--- src/hw/rtl/board_power_sequencer_supervisor_defines.svh ---
// assertion macros shared by the supervisor rtl
`ifndef BOARD_POWER_SEQUENCER_SUPERVISOR_DEFINES_SVH
`define BOARD_POWER_SEQUENCER_SUPERVISOR_DEFINES_SVH

// same-cycle implication, checked outside reset
`define BPSS_ASSERT_NOW(label, clk, rst_n, ante, cons, msg) \
  label: assert property (@(posedge clk) disable iff (!rst_n) (ante) |-> (cons)) \
    else $error(msg);

// next-cycle implication, checked outside reset
`define BPSS_ASSERT_NEXT(label, clk, rst_n, ante, cons, msg) \
  label: assert property (@(posedge clk) disable iff (!rst_n) (ante) |=> (cons)) \
    else $error(msg);

`endif

--- src/hw/rtl/bpss_pkg.sv ---
// types and constants of the board power sequencer and supervisor
`default_nettype none

package bpss_pkg;

  // configuration port widths
  localparam int unsigned CFG_IDX_W  = 3;
  localparam int unsigned CFG_DATA_W = 16;

  // configuration register indexes
  typedef enum logic [CFG_IDX_W-1:0] {
    CFG_BOARD_VARIANT = 3'd0,
    CFG_FAN_RUN_DUTY  = 3'd1,
    CFG_FAN_FAIL_DUTY = 3'd2,
    CFG_FAN_HOLD      = 3'd3,
    CFG_SWITCH_DELAY  = 3'd4,
    CFG_BLINK_HALF    = 3'd5
  } bpss_cfg_idx_t;

  // board variants
  localparam logic [1:0] VAR_FAN_BOARD   = 2'd0;
  localparam logic [1:0] VAR_TWO_LED     = 2'd1;
  localparam logic [1:0] VAR_RELAY_BOARD = 2'd2;

  // power sequencer phases
  typedef enum logic [1:0] {
    PH_DOWN = 2'd0,
    PH_ON   = 2'd1,
    PH_OFF  = 2'd2,
    PH_UP   = 2'd3
  } bpss_phase_t;

  // register reset values
  localparam logic [1:0]  RST_BOARD_VARIANT = VAR_TWO_LED;
  localparam logic [7:0]  RST_FAN_RUN_DUTY  = 8'd10;
  localparam logic [7:0]  RST_FAN_FAIL_DUTY = 8'd255;
  localparam logic [7:0]  RST_FAN_HOLD      = 8'd10;
  localparam logic [15:0] RST_SWITCH_DELAY  = 16'd5000;
  localparam logic [15:0] RST_BLINK_HALF    = 16'd500;

  // number of tachometer level monitors (fan1 high/low, fan2 high/low)
  localparam int unsigned FAN_LINES = 4;

  // control from the top level to the fan monitor
  typedef struct packed {
    logic       tick;
    logic [7:0] hold;
  } bpss_fan_ctl_t;

  // status from the fan monitor
  typedef struct packed {
    logic all_seen_nxt;
  } bpss_fan_stat_t;

endpackage

`default_nettype wire

--- src/hw/rtl/bpss_if.sv ---
// handshake channel interfaces of the supervisor
`default_nettype none

// input word channel
interface bpss_in_if;
  logic valid;
  logic ready;
  logic mode;
  logic mode_12v_pin;
  logic proc_alive;
  logic fan1_high_seen;
  logic fan1_low_seen;
  logic fan2_high_seen;
  logic fan2_low_seen;

  modport source (
    output valid, mode, mode_12v_pin, proc_alive,
           fan1_high_seen, fan1_low_seen, fan2_high_seen, fan2_low_seen,
    input  ready
  );
  modport sink (
    input  valid, mode, mode_12v_pin, proc_alive,
           fan1_high_seen, fan1_low_seen, fan2_high_seen, fan2_low_seen,
    output ready
  );
endinterface

// result word channel
interface bpss_out_if;
  logic       valid;
  logic       ready;
  logic [4:0] led_bits;
  logic       relay_one;
  logic       relay_two;
  logic [7:0] fan_duty;
  logic [1:0] power_phase;
  logic       high_voltage_mode;

  modport source (
    output valid, led_bits, relay_one, relay_two, fan_duty, power_phase,
           high_voltage_mode,
    input  ready
  );
  modport sink (
    input  valid, led_bits, relay_one, relay_two, fan_duty, power_phase,
           high_voltage_mode,
    output ready
  );
endinterface

// configuration write channel
interface bpss_cfg_if;
  logic        valid;
  logic        ready;
  logic [2:0]  index;
  logic [15:0] data;

  modport source (output valid, index, data, input ready);
  modport sink (input valid, index, data, output ready);
endinterface

`default_nettype wire

--- src/hw/rtl/board_power_sequencer_supervisor.sv ---
// Board power sequencer and supervisor. Each input word is either a 1 ms tick
// (mode 0) or a button press (mode 1) and yields exactly one result word with
// the LED, relay, fan duty and phase drives after that word. Words pass an
// input register and a result register, and one word is taken every cycle
// while results are drained; the single state update between the two
// registers sets that rate. The input register can still take one word while
// a result waits at the output. The configuration port is always ready; the
// user must write it only while no word is in flight, which the block does
// not enforce; board variant 3 behaves as the two-LED board.
`default_nettype none

module board_power_sequencer_supervisor
  import bpss_pkg::*;
(
  input  wire logic clk,
  input  wire logic rst_n,
  bpss_in_if.sink   in_ch,
  bpss_out_if.source out_ch,
  bpss_cfg_if.sink  cfg_ch
);

  `include "board_power_sequencer_supervisor_defines.svh"

  // configuration registers
  logic [1:0]  variant_r;
  logic [7:0]  run_duty_r;
  logic [7:0]  fail_duty_r;
  logic [7:0]  fan_hold_r;
  logic [15:0] switch_delay_r;
  logic [15:0] blink_half_r;

  // input stage
  logic       s1_valid_r;
  logic       s1_press_r;
  logic       s1_pin12_r;
  logic       s1_alive_r;
  logic [FAN_LINES-1:0] s1_seen_r;

  // sequencer state
  bpss_phase_t phase_r, phase_nxt;
  logic [15:0] timer_r, timer_nxt;
  logic [15:0] blink_cnt_r, blink_cnt_nxt;
  logic        blink_ph_r, blink_ph_nxt;

  // result stage
  logic       out_valid_r;
  logic [4:0] led_r, led_nxt;
  logic       rly1_r, rly1_nxt;
  logic       rly2_r, rly2_nxt;
  logic [7:0] duty_r, duty_nxt;
  logic [1:0] phase_out_r;
  logic       hv_r;

  logic           out_free;
  logic           s1_go;
  logic           seq;
  logic           tick;
  logic           healthy;
  logic           blink_on;
  logic [15:0]    blink_inc;
  bpss_fan_ctl_t  fan_ctl;
  bpss_fan_stat_t fan_stat;

  // handshake
  assign out_free    = !out_valid_r || out_ch.ready;
  assign s1_go       = s1_valid_r && out_free;
  assign in_ch.ready = !s1_valid_r || out_free;
  assign cfg_ch.ready = 1'b1;

  assign seq  = (variant_r == VAR_RELAY_BOARD) ||
                ((variant_r == VAR_FAN_BOARD) && s1_pin12_r);
  assign tick = s1_go && !s1_press_r;

  // configuration writes
  always_ff @(posedge clk) begin
    if (!rst_n) begin
      variant_r      <= RST_BOARD_VARIANT;
      run_duty_r     <= RST_FAN_RUN_DUTY;
      fail_duty_r    <= RST_FAN_FAIL_DUTY;
      fan_hold_r     <= RST_FAN_HOLD;
      switch_delay_r <= RST_SWITCH_DELAY;
      blink_half_r   <= RST_BLINK_HALF;
    end else if (cfg_ch.valid) begin
      case (bpss_cfg_idx_t'(cfg_ch.index))
        CFG_BOARD_VARIANT: variant_r      <= cfg_ch.data[1:0];
        CFG_FAN_RUN_DUTY:  run_duty_r     <= cfg_ch.data[7:0];
        CFG_FAN_FAIL_DUTY: fail_duty_r    <= cfg_ch.data[7:0];
        CFG_FAN_HOLD:      fan_hold_r     <= cfg_ch.data[7:0];
        CFG_SWITCH_DELAY:  switch_delay_r <= cfg_ch.data;
        CFG_BLINK_HALF:    blink_half_r   <= cfg_ch.data;
        default: ;
      endcase
    end
  end

  // input register
  always_ff @(posedge clk) begin
    if (!rst_n) begin
      s1_valid_r <= 1'b0;
    end else if (in_ch.ready) begin
      s1_valid_r <= in_ch.valid;
    end
  end

  always_ff @(posedge clk) begin
    if (in_ch.valid && in_ch.ready) begin
      s1_press_r <= in_ch.mode;
      s1_pin12_r <= in_ch.mode_12v_pin;
      s1_alive_r <= in_ch.proc_alive;
      s1_seen_r  <= {in_ch.fan2_low_seen, in_ch.fan2_high_seen,
                     in_ch.fan1_low_seen, in_ch.fan1_high_seen};
    end
  end

  // fan activity monitor
  assign fan_ctl.tick = tick;
  assign fan_ctl.hold = fan_hold_r;

  bpss_fan_monitor u_fan (
    .clk   (clk),
    .rst_n (rst_n),
    .ctl   (fan_ctl),
    .seen  (s1_seen_r),
    .stat  (fan_stat)
  );

  // blink divider
  assign blink_inc = blink_cnt_r + 16'd1;

  always_comb begin
    blink_cnt_nxt = blink_cnt_r;
    blink_ph_nxt  = blink_ph_r;
    if (tick) begin
      if (blink_inc >= blink_half_r) begin
        blink_cnt_nxt = 16'd0;
        blink_ph_nxt  = !blink_ph_r;
      end else begin
        blink_cnt_nxt = blink_inc;
      end
    end
  end

  // sequencer next state
  always_comb begin
    phase_nxt = phase_r;
    timer_nxt = timer_r;
    if (s1_go && seq) begin
      if (s1_press_r) begin
        case (phase_r)
          PH_DOWN: begin
            phase_nxt = PH_ON;
            timer_nxt = switch_delay_r;
          end
          PH_ON: begin
            phase_nxt = PH_DOWN;
            timer_nxt = 16'd0;
          end
          PH_UP: begin
            phase_nxt = PH_OFF;
            timer_nxt = switch_delay_r;
          end
          default: begin
            phase_nxt = PH_UP;
            timer_nxt = 16'd0;
          end
        endcase
      end else if (phase_r == PH_ON || phase_r == PH_OFF) begin
        if (timer_r <= 16'd1) begin
          phase_nxt = (phase_r == PH_ON) ? PH_UP : PH_DOWN;
          timer_nxt = 16'd0;
        end else begin
          timer_nxt = timer_r - 16'd1;
        end
      end
    end
  end

  // result drives from the updated state
  assign healthy  = (variant_r != VAR_FAN_BOARD) || fan_stat.all_seen_nxt;
  assign blink_on = !blink_ph_nxt;

  always_comb begin
    led_nxt  = 5'd0;
    rly1_nxt = 1'b0;
    rly2_nxt = 1'b0;
    duty_nxt = 8'd0;
    if (seq) begin
      led_nxt[4] = (phase_nxt == PH_ON) || (phase_nxt == PH_UP);
      led_nxt[2] = (phase_nxt != PH_DOWN);
      rly1_nxt   = (phase_nxt != PH_DOWN);
      led_nxt[3] = (phase_nxt == PH_UP);
      rly2_nxt   = (phase_nxt == PH_UP);
      if (phase_nxt == PH_DOWN) begin
        led_nxt[0] = 1'b1;
      end else begin
        led_nxt[0] = healthy ? 1'b1 : blink_on;
        duty_nxt   = healthy ? run_duty_r : fail_duty_r;
        led_nxt[1] = s1_alive_r ? 1'b1 : blink_on;
      end
    end else begin
      led_nxt[1] = healthy ? 1'b1 : blink_on;
      duty_nxt   = healthy ? run_duty_r : fail_duty_r;
      led_nxt[2] = s1_alive_r ? 1'b1 : blink_on;
    end
  end

  // state registers
  always_ff @(posedge clk) begin
    if (!rst_n) begin
      phase_r     <= PH_DOWN;
      timer_r     <= 16'd0;
      blink_cnt_r <= 16'd0;
      blink_ph_r  <= 1'b0;
    end else begin
      phase_r     <= phase_nxt;
      timer_r     <= timer_nxt;
      blink_cnt_r <= blink_cnt_nxt;
      blink_ph_r  <= blink_ph_nxt;
    end
  end

  // result register
  always_ff @(posedge clk) begin
    if (!rst_n) begin
      out_valid_r <= 1'b0;
    end else if (out_free) begin
      out_valid_r <= s1_valid_r;
    end
  end

  always_ff @(posedge clk) begin
    if (s1_go) begin
      led_r       <= led_nxt;
      rly1_r      <= rly1_nxt;
      rly2_r      <= rly2_nxt;
      duty_r      <= duty_nxt;
      phase_out_r <= phase_nxt;
      hv_r        <= seq;
    end
  end

  assign out_ch.valid             = out_valid_r;
  assign out_ch.led_bits          = led_r;
  assign out_ch.relay_one         = rly1_r;
  assign out_ch.relay_two         = rly2_r;
  assign out_ch.fan_duty          = duty_r;
  assign out_ch.power_phase       = phase_out_r;
  assign out_ch.high_voltage_mode = hv_r;

  // checks
  `BPSS_ASSERT_NOW(a_stall_blocks_input, clk, rst_n,
    s1_valid_r && out_valid_r && !out_ch.ready, !in_ch.ready,
    "input taken while both stages are full")
  `BPSS_ASSERT_NEXT(a_down_only_to_on, clk, rst_n,
    phase_r == PH_DOWN, phase_r == PH_DOWN || phase_r == PH_ON,
    "power left the down phase other than by switching on")
  `BPSS_ASSERT_NOW(a_simple_no_relays, clk, rst_n,
    out_valid_r && !hv_r, !rly1_r && !rly2_r && !led_r[0] && !led_r[3] && !led_r[4],
    "relay or sequencer led driven in simple mode")
  `BPSS_ASSERT_NOW(a_relay_order, clk, rst_n,
    out_valid_r && rly2_r, rly1_r && hv_r,
    "second relay energised without the first")

endmodule

`default_nettype wire

--- src/hw/rtl/bpss_fan_monitor.sv ---
// fan tachometer activity monitor with per-level hold counters
`default_nettype none

module bpss_fan_monitor
  import bpss_pkg::*;
(
  input  wire logic                 clk,
  input  wire logic                 rst_n,
  input  wire bpss_fan_ctl_t        ctl,
  input  wire logic [FAN_LINES-1:0] seen,
  output bpss_fan_stat_t            stat
);

  logic [7:0] cnt_r   [FAN_LINES];
  logic [7:0] cnt_nxt [FAN_LINES];
  logic [FAN_LINES-1:0] live;

  // reload on a seen level, otherwise count down to zero on each tick
  always_comb begin
    for (int i = 0; i < FAN_LINES; i++) begin
      cnt_nxt[i] = cnt_r[i];
      if (ctl.tick) begin
        if (seen[i]) begin
          cnt_nxt[i] = ctl.hold;
        end else if (cnt_r[i] != 8'd0) begin
          cnt_nxt[i] = cnt_r[i] - 8'd1;
        end
      end
      live[i] = (cnt_nxt[i] != 8'd0);
    end
  end

  // health is judged on the updated counts
  assign stat.all_seen_nxt = &live;

  // hold counters
  always_ff @(posedge clk) begin
    for (int i = 0; i < FAN_LINES; i++) begin
      if (!rst_n) begin
        cnt_r[i] <= 8'd0;
      end else begin
        cnt_r[i] <= cnt_nxt[i];
      end
    end
  end

endmodule

`default_nettype wire
--- src/flat_wrapper.sv ---
// flat-port wrapper written by rule: the top's interface ports become plain ports
module board_power_sequencer_supervisor_flat import bpss_pkg::*;
  (clk, rst_n, in_ch_valid, in_ch_mode, in_ch_mode_12v_pin, in_ch_proc_alive, in_ch_fan1_high_seen, in_ch_fan1_low_seen, in_ch_fan2_high_seen, in_ch_fan2_low_seen, in_ch_ready, out_ch_valid, out_ch_led_bits, out_ch_relay_one, out_ch_relay_two, out_ch_fan_duty, out_ch_power_phase, out_ch_high_voltage_mode, out_ch_ready, cfg_ch_valid, cfg_ch_index, cfg_ch_data, cfg_ch_ready);
  bpss_in_if in_ch_i ();
  bpss_out_if out_ch_i ();
  bpss_cfg_if cfg_ch_i ();
  input  wire logic clk;
  input  wire logic rst_n;
  input wire logic [$bits(in_ch_i.valid)-1:0] in_ch_valid;
  input wire logic [$bits(in_ch_i.mode)-1:0] in_ch_mode;
  input wire logic [$bits(in_ch_i.mode_12v_pin)-1:0] in_ch_mode_12v_pin;
  input wire logic [$bits(in_ch_i.proc_alive)-1:0] in_ch_proc_alive;
  input wire logic [$bits(in_ch_i.fan1_high_seen)-1:0] in_ch_fan1_high_seen;
  input wire logic [$bits(in_ch_i.fan1_low_seen)-1:0] in_ch_fan1_low_seen;
  input wire logic [$bits(in_ch_i.fan2_high_seen)-1:0] in_ch_fan2_high_seen;
  input wire logic [$bits(in_ch_i.fan2_low_seen)-1:0] in_ch_fan2_low_seen;
  output wire logic [$bits(in_ch_i.ready)-1:0] in_ch_ready;
  output wire logic [$bits(out_ch_i.valid)-1:0] out_ch_valid;
  output wire logic [$bits(out_ch_i.led_bits)-1:0] out_ch_led_bits;
  output wire logic [$bits(out_ch_i.relay_one)-1:0] out_ch_relay_one;
  output wire logic [$bits(out_ch_i.relay_two)-1:0] out_ch_relay_two;
  output wire logic [$bits(out_ch_i.fan_duty)-1:0] out_ch_fan_duty;
  output wire logic [$bits(out_ch_i.power_phase)-1:0] out_ch_power_phase;
  output wire logic [$bits(out_ch_i.high_voltage_mode)-1:0] out_ch_high_voltage_mode;
  input wire logic [$bits(out_ch_i.ready)-1:0] out_ch_ready;
  input wire logic [$bits(cfg_ch_i.valid)-1:0] cfg_ch_valid;
  input wire logic [$bits(cfg_ch_i.index)-1:0] cfg_ch_index;
  input wire logic [$bits(cfg_ch_i.data)-1:0] cfg_ch_data;
  output wire logic [$bits(cfg_ch_i.ready)-1:0] cfg_ch_ready;
  assign in_ch_i.valid = in_ch_valid;
  assign in_ch_i.mode = in_ch_mode;
  assign in_ch_i.mode_12v_pin = in_ch_mode_12v_pin;
  assign in_ch_i.proc_alive = in_ch_proc_alive;
  assign in_ch_i.fan1_high_seen = in_ch_fan1_high_seen;
  assign in_ch_i.fan1_low_seen = in_ch_fan1_low_seen;
  assign in_ch_i.fan2_high_seen = in_ch_fan2_high_seen;
  assign in_ch_i.fan2_low_seen = in_ch_fan2_low_seen;
  assign in_ch_ready = in_ch_i.ready;
  assign out_ch_valid = out_ch_i.valid;
  assign out_ch_led_bits = out_ch_i.led_bits;
  assign out_ch_relay_one = out_ch_i.relay_one;
  assign out_ch_relay_two = out_ch_i.relay_two;
  assign out_ch_fan_duty = out_ch_i.fan_duty;
  assign out_ch_power_phase = out_ch_i.power_phase;
  assign out_ch_high_voltage_mode = out_ch_i.high_voltage_mode;
  assign out_ch_i.ready = out_ch_ready;
  assign cfg_ch_i.valid = cfg_ch_valid;
  assign cfg_ch_i.index = cfg_ch_index;
  assign cfg_ch_i.data = cfg_ch_data;
  assign cfg_ch_ready = cfg_ch_i.ready;
  board_power_sequencer_supervisor u_core (.clk(clk), .rst_n(rst_n), .in_ch(in_ch_i), .out_ch(out_ch_i), .cfg_ch(cfg_ch_i));
endmodule
--- config.mk ---
export PLATFORM = sky130hd
export DESIGN_NAME = board_power_sequencer_supervisor_flat
export DESIGN_NICKNAME = d
export VERILOG_FILES = /design/src/hw/rtl/bpss_pkg.sv /design/src/hw/rtl/bpss_if.sv /design/src/hw/rtl/board_power_sequencer_supervisor.sv /design/src/hw/rtl/bpss_fan_monitor.sv /design/src/flat_wrapper.sv
export VERILOG_INCLUDE_DIRS = /design/src /design/src/hw/rtl
export SDC_FILE = /design/constraint.sdc
export NUM_CORES = 1
export LEC_CHECK = 0
export ABC_AREA = 1
export BUFFER_PORTS_ARGS = -buffer_cell sky130_fd_sc_hd__buf_2
export CAP_MARGIN = 20
export CORE_MARGIN = 1
export CORE_UTILIZATION = 65
export DETAILED_ROUTE_END_ITERATION = 8
export PLACE_DENSITY = 0.95
export SLEW_MARGIN = 10
export SYNTH_ARGS = -nofsm -noshare
export SYNTH_HDL_FRONTEND = slang
export SYNTH_HIERARCHICAL = 1
export SYNTH_SLANG_ARGS = --single-unit
--- constraint.sdc ---
create_clock -name clk -period 5.1 [get_ports clk]
set_clock_uncertainty 0.05 [all_clocks]
set_input_delay 1.02 -clock clk [delete_from_list [all_inputs] [get_ports clk]]
set_output_delay 1.02 -clock clk [all_outputs]
set_load 0.02 [all_outputs]
======== After elaboration in Yosys (flattened, before gate mapping) ========
Memories as Yosys holds them, arrays and structs flattened.
Index checks and enable logic that the tools add are counted.
cells by class
  mux-type cells .......................... 39
  reductions and logical operators ........ 40
  bitwise logic cells ..................... 4
  order comparisons ....................... 2
  equality and inequality tests ........... 11
  $add $sub $neg .......................... 6
operators with widths
  cell                     count
  $mux W8                  19
  $mux W16                 5
  $reduce_bool A8 Y1       8
  $sub A8 B1 Y8 const B    4
  $add A16 B1 Y16 const B  1
  $ge A16 B16 Y1           1
  $le A16 B1 Y1 const B    1
  $sub A16 B1 Y16 const B  1
  $reduce_and A2 Y1        7
  $mux W2                  6
  $eq A2 B2 Y1 const B     4
  $mux W1                  8
  $eq A3 B2 Y1 const B     2
  $eq A3 B3 Y1 const B     2
  $logic_not A2 Y1         3
  $logic_or A1 B1 Y1       6
  $pmux W2 S3              1
  $reduce_bool A2 Y1       3
  $logic_and A1 B1 Y1      5
  $logic_not A1 Y1         5
  $eq A2 B1 Y1 const B     2
  $or A1 B1 Y1             4
  $reduce_and A4 Y1        1
  $eq A3 B1 Y1 const B     1
  other kinds (2)          2
word-level totals
  RAM bits ................................ 32
  flip-flop bits (word level) ............. 120
  bits of input ports ..................... 31
  logic and storage cells ................. 126
  output and inout port bits .............. 21
  memories kept ........................... 1
memories
  memory              words  width  rd ports  clocked after memory_dff  write ports  RTL line                RTL
  u_core.u_fan.cnt_r  4      8      4         0                         4            bpss_fan_monitor.sv:14  logic [7:0] cnt_r [FAN_LINES];

======== Depth between registers and ports, before layout ========
Gate-level depths: netlist of the first run.
  depth in word-level cells ............... 11
  gate-level depth with buffers ........... 22

======== Modules after synthesis ========
The synthesis of the first run kept the hierarchy.
by module, submodules not included
  module                            area each (sq um)  instances  seq. area each (sq um)  cells each
  board_power_sequencer_supervisor  5713.0             1          2622.5                  735
  bpss_fan_monitor                  2544.9             1          640.6                   440

======== Least setup slack after synthesis of the first run ========
OpenSTA, ideal clock, no wires.
  path kind ............................... input to register
  from .................................... input port out_ch_ready
  to ...................................... register u_core.duty_r[0] (netlist: u_core/out_ch.fan_duty[0]) (data pin)
  setup slack ............................. 1.530 ns
  data arrival time ....................... 3.271 ns
  stages on the path ...................... 22
  path through ............................ inv_1 -> nand2_1 -> nand2_1 -> nor2_2 -> buf_2 -> buf_4 -> inv_2 -> buf_2 -> a21oi_1 -> nand2_1 -> o21ai_0 -> nand2_1 -> nor2_1 -> nand2_1 -> nand2_1 -> nor2_1 -> nor3_2 -> inv_1 -> nand2_1 -> nand2_1 -> nand2_1 -> inv_1
on the way
  cells in the longest elaborated chain, start to end .. 10
ends and longest elaborated chain
  element                 RTL line                                                                          RTL
  start, declared         flat_wrapper.sv:25                                                                input wire logic [$bits(out_ch_i.ready)-1:0] out_ch_ready;
  $logic_or A1 B1 Y1 *    board_power_sequencer_supervisor.sv:65                                            assign out_free = !out_valid_r || out_ch.ready;
  $logic_and A1 B1 Y1 *   board_power_sequencer_supervisor.sv:66                                            assign s1_go = s1_valid_r && out_free;
  $logic_and A1 B1 Y1 *   board_power_sequencer_supervisor.sv:72                                            assign tick = s1_go && !s1_press_r;
  net u_core.tick         board_power_sequencer_supervisor.sv:57                                            logic tick;
  $mux W8                 bpss_fan_monitor.sv:22                                                            if (ctl.tick) begin
  $reduce_bool A8 Y1      bpss_fan_monitor.sv:29                                                            live[i] = (cnt_nxt[i] != 8'd0);
  $reduce_and A4 Y1 *     bpss_fan_monitor.sv:34                                                            assign stat.all_seen_nxt = &live;
  net u_core.fan_stat     board_power_sequencer_supervisor.sv:62                                            bpss_fan_stat_t fan_stat;
  $logic_or A1 B1 Y1 *    board_power_sequencer_supervisor.sv:179                                           assign healthy = (variant_r != VAR_FAN_BOARD) || fan_stat.all_seen_nxt;
  $mux W8 *               board_power_sequencer_supervisor.sv:197, board_power_sequencer_supervisor.sv:202
  $mux W8                 board_power_sequencer_supervisor.sv:193                                           if (phase_nxt == PH_DOWN) begin
  $mux W8 *               board_power_sequencer_supervisor.sv:187                                           if (seq) begin
  net u_core.duty_nxt[0]  board_power_sequencer_supervisor.sv:50                                            logic [7:0] duty_r, duty_nxt;
  end signal, assigned    board_power_sequencer_supervisor.sv:236                                           duty_r <= duty_nxt;
  end, declared           board_power_sequencer_supervisor.sv:50
Mark *: on every way through the listed nets, which the timed path passes. The rest lies on a longest branch.
A chain may end at the register's enable or synchronous reset.

======== Worst setup path in the final report of the first run ========
  from .................................... input port out_ch_ready
  to ...................................... register u_core.duty_r[2] (netlist: u_core/out_ch.fan_duty[2]) (data pin)
on the way
  cells in the longest elaborated chain, start to end .. 10
ends and longest elaborated chain
  element                 RTL line
  $logic_or A1 B1 Y1 *    board_power_sequencer_supervisor.sv:65
  $logic_and A1 B1 Y1 *   board_power_sequencer_supervisor.sv:66
  $logic_and A1 B1 Y1 *   board_power_sequencer_supervisor.sv:72
  $mux W8                 bpss_fan_monitor.sv:22
  $reduce_bool A8 Y1      bpss_fan_monitor.sv:29
  $reduce_and A4 Y1 *     bpss_fan_monitor.sv:34
  net u_core.fan_stat     board_power_sequencer_supervisor.sv:62
  $logic_or A1 B1 Y1 *    board_power_sequencer_supervisor.sv:179
  $mux W8 *               board_power_sequencer_supervisor.sv:197, board_power_sequencer_supervisor.sv:202
  $mux W8                 board_power_sequencer_supervisor.sv:193
  $mux W8 *               board_power_sequencer_supervisor.sv:187
  net u_core.duty_nxt[2]  board_power_sequencer_supervisor.sv:50
Marked as above.

==> impl_metrics.env, run 1 <==
export IMPL_outcome="completed"
export IMPL_leakage_uw=0.004366
export IMPL_switching_share_pct=27.85
export IMPL_synthFlopType="dfxtp_1"
export IMPL_synthCells=1175
export IMPL_r2r_start="u_core/s1_press_r"
export IMPL_grt_pass1_wl_um=33210
export IMPL_stdcell_count=1391
export IMPL_synthTopCellsByCount="nand2_1 (330), nor2_1 (148), dfxtp_1 (127), inv_1 (122), a21oi_1 (82)"
export IMPL_vias_per_cell=5.642
export IMPL_peakVddDrop_uv=208.6
export IMPL_wl_per_cell_um=14.74
export IMPL_numCtsBuffers=17
export IMPL_synthesis_area_um2=8258
export IMPL_ys_top_cells_by_area="dfxtp_1 (31%), nand2_1 (15%), edfxtp_1 (8.7%)"
export IMPL_io_buffer_count=50
export IMPL_root_buffer="clkbuf_16"
export IMPL_antenna_cells=0
export IMPL_synth_edf_count=24
export IMPL_drive_above_1_share_pct=11.61
export IMPL_power_internal_uw=2083
export IMPL_grt_max_degree=48
export IMPL_critPathKind="in -> reg"
export IMPL_core_area_um2=12210
export IMPL_ys_seq_area_share_pct=39.52
export IMPL_grt_pass1_vias=7369
export IMPL_post_route_util_pct=74.62
export IMPL_worstMarginPinSlew_ps=1005
export IMPL_io_pins=52
export IMPL_syn_nets=1237
export IMPL_clock_path_buffers=2
export IMPL_postCtsSetupRepairBufs=0
export IMPL_drc=0
export IMPL_fin_crit_sh_pct=70.32
export IMPL_detail_route_antenna_nets=0
export IMPL_detail_route_wirelength_um=20510
export IMPL_cts_resized=0
export IMPL_clkPwrFrac_pct=41.6
export IMPL_worstHoldStart="u_core/blink_half_r[9]"
export IMPL_grt_usage_pct=32.18
export IMPL_clkSlewWorstSetupHoldPaths_ps=60
export IMPL_dp_hpwl_um=13620
export IMPL_holdBufCountCts=0
export IMPL_power_uw=2886
export IMPL_worstSetupStartpoint="out_ch_ready"
export IMPL_reg2reg_slack_ps=1770
export IMPL_vias=7848
export IMPL_crit_path_start_kind="input pin"
export IMPL_place_ws_ps=1224
export IMPL_synth_distinct_cells=44
export IMPL_placed_cells=1359
export IMPL_async_flop_share_pct=0
export IMPL_power_switching_uw=803.7
export IMPL_power_density_nw_per_um2=316.7
export IMPL_first_pass_iters=6
export IMPL_crit_path_end_kind="flip-flop"
export IMPL_n_fill_cell=883
export IMPL_htreeDepth=4
export IMPL_crit_path_end="u_core/out_ch.fan_duty[2]"
export IMPL_setup_viol=0
export IMPL_grt_setup_unrepaired="no"
export IMPL_cp_arrival_ps=3730
export IMPL_r2r_cells=16
export IMPL_worstPathMaxFanout=37
export IMPL_period_needed_ps=3586
export IMPL_cts_tree="done"
export IMPL_min_delay_path_class="reg -> reg"
export IMPL_yosysTopAreaCellShare_pct=30.79
export IMPL_synth_top_area_cell="dfxtp_1"
export IMPL_post_synth_top_count_cell="nand2_1"
export IMPL_grt_ovfl_total=0
export IMPL_clk_latency_ps=440
export IMPL_nNetsFinal=1272
export IMPL_gp_congestion=0.8922
export IMPL_maxSlewViolCount=0
export IMPL_initial_utilization_pct=67.62
export IMPL_worstReg2RegEnd="u_core/out_ch.fan_duty[2]"
export IMPL_dieArea_um2=13160
export IMPL_drtIter0Drc=912
export IMPL_area_growth_syn_to_layout_pct=10.35
export IMPL_ys_seq_elements=151
export IMPL_combPwrFrac_pct=13.5
export IMPL_chipWidth_um=114.7
export IMPL_clock_fmax_mhz=278.8
export IMPL_slew_headroom_pct=32.78
export IMPL_clock_sinks=151
export IMPL_antenna_found_initial=0
export IMPL_cap_violations=0
export IMPL_yosys_warnings=6
export IMPL_setup_tns_ps=0
export IMPL_die_y_um=114.7
export IMPL_rows=40
export IMPL_fin_ws_ps=1514
export IMPL_seqPwrFrac_pct=44.9
export IMPL_worst_ep_required_time_ps=5250
export IMPL_hold_violations=0
export IMPL_avgSynthCellArea_um2=7.028
## worst min path at each step
stage          cells past startpoint                       end  slack, ps
2_1_floorplan                      2  u_core/switch_delay_r[3]        380
3_3_place_gp                       2      u_core/run_duty_r[1]        390
3_5_place_dp                       2      u_core/run_duty_r[1]        400
4_1_cts                            2      u_core/run_duty_r[1]        410
5_1_grt                            2   u_core/blink_half_r[13]        440
6_report                           2    u_core/blink_half_r[9]        410
## critical path, stage by stage
cell     delay, ps
buf_2           70
inv_1           40
nand2_1         70
nand2_1        190
nor2_2         190
inv_2          250
a21oi_1        220
nand2_1         90
o21ai_0        130
nand2_1         90
nor2_1         150
nand2_1         70
nand2_1         60
nor2_1          50
nor3_2         450
inv_1          280
nand2_1        120
nand2_1         50
nand2_1         60
inv_1           40
## cell usage in the layout, fill, tap and decap left out, types with 2 or more instances in the layout
cell type     n
o21ai_1       4
nor2_1      148
dfxtp_1     127
nand2_2       7
a31oi_1       9
inv_6         2
o211ai_1      9
clkbuf_8      2
clkbuf_16    17
or2_2         3
nor2_8        3
nor2_4       10
nand4_1       6
o21ai_4       2
xnor2_1       4
xor2_1       22
nand3_1      62
nand3_2       4
clkbuf_1      3
o21ai_0      74
inv_2        12
clkinv_4      2
a21oi_1      82
xnor2_2       2
nor3_2        2
nor2_2       11
nor3_1       13
nand2_1     330
inv_1       122
nand2_4       2
edfxtp_1     24
buf_2        50
ha_1         31
buf_4         2
clkinv_1      3
clkinvlp_4    3
## per-layer routing
layer	global-route usage, %	vias to the layer above	wire length (um)
li1	-	3813	-
met1	37.22	3538	8103
met2	54.02	394	9819
met3	7.623	103	1554
met4	20.09	0	1031
met5	0	-	0
## per-stage QoR
step | cell area [um2] | hold WS [ps]
2_1_floorplan | 8258 | 378.6
3_3_place_gp | 8552 | 389.2
3_5_place_dp | 8552 | 395.6
4_1_cts | 9112 | 412.1
5_1_grt | 9112 | 435.0
6_report | 9112 | 410.3
## state kept, by name (all words and copies together) (netlist names), 4 cells and up
name	count
u_core/u_fan/cnt_r	32
u_core/blink_cnt_r	16
u_core/blink_half_r	16
u_core/switch_delay_r	16
u_core/timer_r	16
u_core/fail_duty_r	8
u_core/fan_hold_r	8
u_core/out_ch.fan_duty	8
u_core/run_duty_r	8
u_core/out_ch.led_bits	5
u_core/s1_seen_r	4
## cell type report
type                       instances  area, um2  area share (%)
clock buffer                      22      464.2           5.094
clock inverter                    10      96.34           1.057
inverter                         137      516.7           5.671
multi-input combinational        851       4297           47.15
sequential                       151       3263           35.81
tap                              168      210.2           2.307
timing repair buffer              52      265.3           2.911
## power by group through the flow
| stage | Combinational [uW] | Clock (uW) | Sequential, uW |
|---|---|---|---|
| after global placement | 363 | 0 | 1320 |
| after CTS | 384 | 1210 | 1290 |
| after detailed placement | 377 | 0 | 1320 |
| final | 390 | 1200 | 1300 |
| after global routing | 435 | 1250 | 1300 |
| after floorplan | 292 | 0 | 1310 |
## logic make-up (layout without fill, tap and decap cells)
logic type      Yosys count  count (layout)  share of synthesized area, %
xor+xnor                 28              28                         3.151
buf+inv                 173             221                         8.455
other cells               1               1                       0.04541
flops                   151             151                         39.52
compound gates          186             186                         12.27
fa+ha+maj                31              31                         4.697
simple gates            605             605                         31.86
Note: power is estimated with default switching activity, not from simulation.
==> run 2, diff against run 1 <==
- CORE_UTILIZATION: 65 -> 55
- PLACE_DENSITY: 0.95 -> 0.87
- clock period: 5.1 -> 3.2 ns (I/O delays scaled with it)
==> run 2 against run 1 <==
  * Combinational power increased by 62%
  * Design area increased by 1.6%
  * Global-route usage decreased by 7.1 points
  * Clock-buffer cell count decreased by 1
  * Core utilization decreased by 11 points
  * Via count decreased by 1.2%
  * Critical path depth decreased by 4
  * Clock power increased by 63%
  * Largest power group unchanged
  * Cell count increased by 1.9%
  * Non-clock buffer count increased by 11
  * Die area increased by 18%
==> impl_metrics.env, run 2 (synthesized netlist as in run 1, its figures left out) <==
export IMPL_setup_viol=0
export IMPL_combPwrFrac_pct=13.6
export IMPL_crit_path_start_kind="flip-flop"
export IMPL_detail_route_antenna_nets=0
export IMPL_clk_latency_ps=430
export IMPL_dieArea_um2=15510
export IMPL_seqPwrFrac_pct=44.4
export IMPL_die_y_um=124.5
export IMPL_worstMarginPinSlew_ps=647.1
export IMPL_reg2reg_slack_ps=230
export IMPL_crit_path_max_incr_delay_ps=370
export IMPL_power_internal_uw=3370
export IMPL_antenna_found_initial=0
export IMPL_initial_utilization_pct=56.60
export IMPL_min_delay_path_depth=1
export IMPL_drtIter0Drc=761
export IMPL_wl_per_cell_um=13.76
export IMPL_chipWidth_um=124.5
export IMPL_dp_hpwl_um=13480
export IMPL_critPathKind="reg -> reg"
export IMPL_vias_per_cell=5.469
export IMPL_r2r_cells=16
export IMPL_switching_share_pct=27.35
export IMPL_regMostFlops="u_core/u_fan/cnt_r"
export IMPL_grt_setup_unrepaired="no"
export IMPL_slowest_stage="dfxtp_1"
export IMPL_cp_arrival_ps=3100
export IMPL_hold_violations=0
export IMPL_area_growth_syn_to_layout_pct=12.08
export IMPL_grt_usage_pct=25.05
export IMPL_rows=44
export IMPL_grt_ovfl_total=0
export IMPL_drive_above_1_share_pct=12.90
export IMPL_layout_common_cells="nand2_1 (328), nor2_1 (147), dfxtp_1 (127), inv_1 (122), a21oi_1 (82)"
export IMPL_detail_route_wirelength_um=19500
export IMPL_min_delay_worst_endpoint="u_core/s1_seen_r[0]"
export IMPL_crit_path_end_kind="flip-flop"
export IMPL_core_area_um2=14590
export IMPL_grt_pass1_wl_um=31910
export IMPL_setup_tns_ps=0
export IMPL_slew_headroom_pct=56.81
export IMPL_peakVddDrop_uv=375.8
export IMPL_path_buf_inv=2
export IMPL_dpl_instance_area_um2=8667
export IMPL_outcome="completed"
export IMPL_grt_pass1_vias=7090
export IMPL_nNetsFinal=1283
export IMPL_leakage_uw=0.004443
export IMPL_vias=7750
export IMPL_clock_path_buffers=2
export IMPL_io_pins=52
export IMPL_worstHoldStart="in_ch_fan1_high_seen"
export IMPL_period_needed_ps=2969
export IMPL_first_pass_iters=5
export IMPL_worstReg2RegEnd="u_core/out_ch.led_bits[0]"
export IMPL_crit_cells=16
export IMPL_cts_tree="done"
export IMPL_io_buffer_count=50
export IMPL_numCtsBuffers=17
export IMPL_drc=0
export IMPL_maxSlewViolCount=0
export IMPL_gp_congestion=0.9405
export IMPL_power_density_nw_per_um2=501.2
export IMPL_clock_fmax_mhz=336.9
export IMPL_clkPwrFrac_pct=42.0
export IMPL_worst_ep_required_time_ps=3330
export IMPL_stdcell_area_um2=9255
export IMPL_root_buffer="clkbuf_16"
export IMPL_fin_crit_sh_pct=92.77
export IMPL_cap_violations=0
export IMPL_htreeDepth=4
export IMPL_largest_reg_flops=32
export IMPL_cp_cell_sequence="inv_1 > nor2_2 > nand2_2 > nor2_4 > nand2_1 > xor2_2 > inv_1 > ha_1 > a21oi_1 > o21ai_0 > a21oi_1 > nand2_2 > nand3_1 > nand3_1 > nand2_1 > nand2_1"
export IMPL_path_common_cell="nand2_1"
export IMPL_clock_sinks=151
export IMPL_grt_max_degree=40
export IMPL_clkSlewWorstSetupHoldPaths_ps=60
export IMPL_crit_family="simple AND/OR/NAND/NOR gates"
export IMPL_power_switching_uw=1269
export IMPL_final_common_cell="nand2_1"
export IMPL_min_delay_path_class="in -> reg"
export IMPL_postCtsSetupRepairBufs=0
export IMPL_antenna_cells=0
export IMPL_r2r_start="u_core/blink_cnt_r[0]"
export IMPL_worstPathMaxFanout=4
export IMPL_n_fill_cell=1185
[run 2: power groups by stage]
| stage | clock network, uW | logic (uW) | registers (uW) |
|---|---|---|---|
| after floorplan | 0 | 465 | 2090 |
| after global placement | 0 | 597 | 2100 |
| after detailed placement | 0 | 614 | 2100 |
| after CTS | 1950 | 622 | 2060 |
| after global routing | 2050 | 706 | 2070 |
| final | 1950 | 630 | 2060 |
[run 2: repair_timing]
action,4_1_cts,5_1_grt
endpoints found under the setup margin,0,15
hold buffers,0,0
resized for setup,0,4
endpoints found under the hold margin,0,0
[run 2: through the flow]
stage | hold WS (ps) | utilization, % | total power [uW] | cells | setup WS [ps]
6_report | 342.6 | 63.44 | 4639 | 1417 | 231.4
5_1_grt | 332.3 | 63.44 | 4822 | 1417 | 7.515
4_1_cts | 335.2 | 63.34 | 4636 | 1417 | 83.19
3_5_place_dp | 392.7 | 59.41 | 2714 | 1386 | 9.634
3_3_place_gp | 387.7 | 59.41 | 2695 | 1386 | 178.5
2_1_floorplan | 378.6 | - | 2555 | 1175 | 9.896
[run 2: worst max path at each step]
stage                          start                         to  slack, ps
5_1_grt        u_core/blink_cnt_r[0]  u_core/out_ch.led_bits[1]          8
3_5_place_dp            out_ch_ready  u_core/out_ch.fan_duty[4]         10
6_report       u_core/blink_cnt_r[0]  u_core/out_ch.led_bits[0]        230
2_1_floorplan           out_ch_ready  u_core/out_ch.fan_duty[0]         10
4_1_cts        u_core/blink_cnt_r[0]  u_core/out_ch.led_bits[0]         80
3_3_place_gp            out_ch_ready  u_core/out_ch.fan_duty[5]        180
[run 2: final cells by class]
cell class,instances,area (um2),area share (%)
Sequential cell,151,3263,35.26
Timing Repair Buffer,63,360.3,3.893
Tap cell,184,230.2,2.487
Clock inverter,10,91.34,0.9869
Clock buffer,21,481.7,5.205
Inverter,137,516.7,5.583
Multi-Input combinational cell,851,4312,46.59
[run 2: layer usage]
layer	vias up	global-route usage [%]	wire, um	share of wire, %
met5	-	0	0	0
met3	57	4.725	1094	5.6
met2	283	42.80	9386	48
met1	3577	30.89	8516	44
li1	3833	-	-	-
met4	0	10.21	501	2.6
==> run 3, diff against run 2 <==
- ABC_AREA: 1 -> default
==> run 3 against run 2 <==
  * The flow now finishes with violations (setup timing)
  * Die area decreased by 3.0%
  * Routed wire length grew 22%
  * Design area grew 9.4%
  * Critical endpoint is now u_core/out_ch.led_bits[1]
  * Largest cell class unchanged
  * Largest power group is now the clock network
==> impl_metrics.env, run 3 <==
export IMPL_outcome="complete, but fails checks"
export IMPL_violations="setup timing"
export IMPL_grt_usage_pct=31.25
export IMPL_die_y_um=122.6
export IMPL_synth_top_family_by_area="simple AND/OR/NAND/NOR gates"
export IMPL_avgSynthCellArea_um2=8.199
export IMPL_chipWidth_um=122.6
export IMPL_yosys_area_share_simple_pct=26.42
export IMPL_synth_adder_area_share_pct=4.847
export IMPL_multiInputGateArea_um2=4715
export IMPL_detail_route_antenna_nets=0
export IMPL_setup_tns_ps=-603.6
export IMPL_worstSetupStartpoint="u_core/blink_cnt_r[2]"
export IMPL_min_delay_path_class="in -> reg"
export IMPL_critPathKind="reg -> reg"
export IMPL_htreeDepth=4
export IMPL_crit_path_max_incr_delay_ps=380
export IMPL_slowest_stage="dfxtp_1"
export IMPL_regMostFlops="u_core/u_fan/cnt_r"
export IMPL_grt_pass1_vias=7603
export IMPL_power_density_nw_per_um2=447.1
export IMPL_ys_top_cells_by_area="dfxtp_1 (32%), edfxtp_1 (9.0%), nand2_1 (8.2%)"
export IMPL_io_buffer_count=50
export IMPL_clk_latency_ps=420
export IMPL_leakage_uw=0.004109
export IMPL_dieArea_um2=15040
export IMPL_cp_cell_sequence="buf_4 > and3_4 > and2_4 > and3_4 > nand3_4 > xnor2_2 > ha_1 > nand4_1 > nor3_1 > buf_4 > o311ai_4 > buf_4 > a21o_1 > a21oi_2 > o22ai_1"
export IMPL_dp_hpwl_um=15630
export IMPL_peakVddDrop_uv=489.1
export IMPL_path_buf_inv=3
export IMPL_vias=8144
export IMPL_worstHoldStart="in_ch_fan2_high_seen"
export IMPL_stdcell_area_um2=10130
export IMPL_worst_ep_required_time_ps=3320
export IMPL_drc=0
export IMPL_synthesis_area_um2=8003
export IMPL_synth_top_area_cell="dfxtp_1"
export IMPL_worstMarginPinSlew_ps=855.9
export IMPL_area_growth_syn_to_layout_pct=26.58
export IMPL_core_area_um2=14040
export IMPL_ys_seq_elements=151
export IMPL_clock_fmax_mhz=300.1
export IMPL_drive_above_1_share_pct=25.25
export IMPL_final_common_cell="nand2_1"
export IMPL_nNetsFinal=1166
export IMPL_dpl_instance_area_um2=9100
export IMPL_gp_congestion=0.9247
export IMPL_path_common_cell="buf_4"
export IMPL_setup_viol=15
export IMPL_synth_distinct_cells=80
export IMPL_r2r_start="u_core/blink_cnt_r[2]"
export IMPL_vias_per_cell=6.274
export IMPL_clkSlewWorstSetupHoldPaths_ps=60
export IMPL_fin_crit_sh_pct=104.1
export IMPL_syn_nets=1038
export IMPL_cp_arrival_ps=3450
export IMPL_first_pass_iters=6
export IMPL_regArea_um2=3277
export IMPL_fin_ws_ps=-132.6
export IMPL_slew_headroom_pct=42.56
export IMPL_cap_violations=0
export IMPL_placed_cells=1255
export IMPL_stdcell_count=1298
export IMPL_grt_setup_unrepaired="yes"
export IMPL_layout_common_cells="nand2_1 (164), dfxtp_1 (120), buf_4 (100), a21oi_1 (72), nor2_1 (69)"
export IMPL_crit_family="simple AND/OR/NAND/NOR gates"
export IMPL_maxSlewViolCount=0
export IMPL_yosys_warnings=6
export IMPL_hold_violations=0
export IMPL_synthFlopType="dfxtp_1"
export IMPL_initial_utilization_pct=56.99
export IMPL_clock_sinks=151
export IMPL_wl_per_cell_um=18.38
export IMPL_clock_path_buffers=2
export IMPL_synth_xor_area_share_pct=2.298
export IMPL_largest_reg_flops=32
export IMPL_detail_route_wirelength_um=23860
export IMPL_post_synth_top_count_cell="nand2_1"
export IMPL_crit_path_start_kind="flip-flop"
export IMPL_numCtsBuffers=17
export IMPL_synth_compound_area_share_pct=20.48
export IMPL_async_flop_share_pct=0
export IMPL_synthMuxAreaShare_pct=0.5003
export IMPL_cts_tree="done"
export IMPL_crit_path_end_kind="flip-flop"
export IMPL_grt_max_degree=54
export IMPL_period_needed_ps=3333
export IMPL_yosysTopAreaCellShare_pct=31.77
export IMPL_grt_ovfl_total=0
export IMPL_antenna_found_initial=0
export IMPL_n_fill_cell=980
export IMPL_synthCells=976
export IMPL_drtIter0Drc=842
export IMPL_rows=43
export IMPL_grt_pass1_wl_um=36540
export IMPL_ys_seq_area_share_pct=40.78
export IMPL_io_pins=52
export IMPL_place_ws_ps=-276.6
export IMPL_synthTopCellsByCount="nand2_1 (175), dfxtp_1 (127), a21oi_1 (75), nor2_1 (70), o21ai_0 (44)"
export IMPL_synth_edf_count=24
export IMPL_root_buffer="clkbuf_16"
export IMPL_worstPathMaxFanout=5
[run 3: changes by cell type after synthesis, sizes merged, moves of 12 or more]
cell    before  now
nor3        15   37
and2         0   20
nand3       67   42
inv        135   43
nand2      339  176
o21ai       81   45
and3         0   15
nor2       172   70
clkbuf      19   37
nor4         0   17
nand2b       0   12
[run 3: where the power goes]
part | switching, uW | internal, uW | total (uW)
logic | 268 | 183 | 451
registers | 45.9 | 1970 | 2020
clock network | 788 | 1270 | 2060
total | 1100 | 3430 | 4530
[run 3: layout make-up]
cell class	instances	share of cell area, %
Antenna cell	1	0.02470
Clock buffer	20	4.521
Clock inverter	12	1.482
Inverter	43	1.717
Multi-Input combinational cell	732	46.54
Sequential cell	151	32.35
Tap cell	180	2.223
Timing Repair Buffer	159	11.14
[run 3: kinds of logic after synthesis]
| group | after synthesis |
|---|---|
| other | 1 |
| multiplexers | 4 |
| AO/OA/AOI/OAI | 241 |
| buffers and inverters | 93 |
| adder cells (fa/ha/maj) | 31 |
| XOR/XNOR | 21 |
| flip-flops | 151 |
| AND/OR/NAND/NOR | 434 |
[run 3: worst paths after layout]
| check | slack [ps] | to | depth (start not counted) |
|---|---|---|---|
| worst max-delay path | -130 | u_core/out_ch.led_bits[1] | 15 |
| worst min-delay path | 340 | u_core/s1_seen_r[2] | 1 |
| worst max register to register | -130 | u_core/out_ch.led_bits[1] | 15 |
| worst min register to register | 410 | u_core/blink_half_r[12] | 2 |
[run 3: metrics by stage]
stage / hold slack [ps] / utilization [%] / total power [uW]
floorplan: 383.2 / - / 2302
global placement: 392.4 / 64.80 / 2455
detailed placement: 396.5 / 64.80 / 2463
CTS: 326.4 / 69.61 / 4508
global route: 322.9 / 72.12 / 4676
finish: 338.4 / 72.14 / 4529
[run 3: per-layer routing]
| metal | routed length, um | track usage [%] |
|---|---|---|
| met1 | 9316 | 37.16 |
| met2 | 11880 | 52.74 |
| met3 | 1743 | 5.716 |
| met4 | 923 | 18.06 |
| met5 | 0 | 0 |
[run 3: worst register-to-register path, cell delays in order (launching register included)]
cell and delay (ps):
dfxtp_1 380, buf_4 140, and3_4 190, and2_4 150, and3_4 200, nand3_4 90
xnor2_2 160, ha_1 270, nand4_1 190, nor3_1 290, buf_4 190, o311ai_4 140
buf_4 170, a21o_1 220, a21oi_2 150, o22ai_1 100
[run 3: repair_timing]
action | CTS | global route
gates resized for setup | 14 | 76
hold buffers | 0 | 0
setup buffers | 0 | 10
setup endpoints to repair | 26 | 26
pin swaps | 4 | 41
gates cloned | 0 | 0
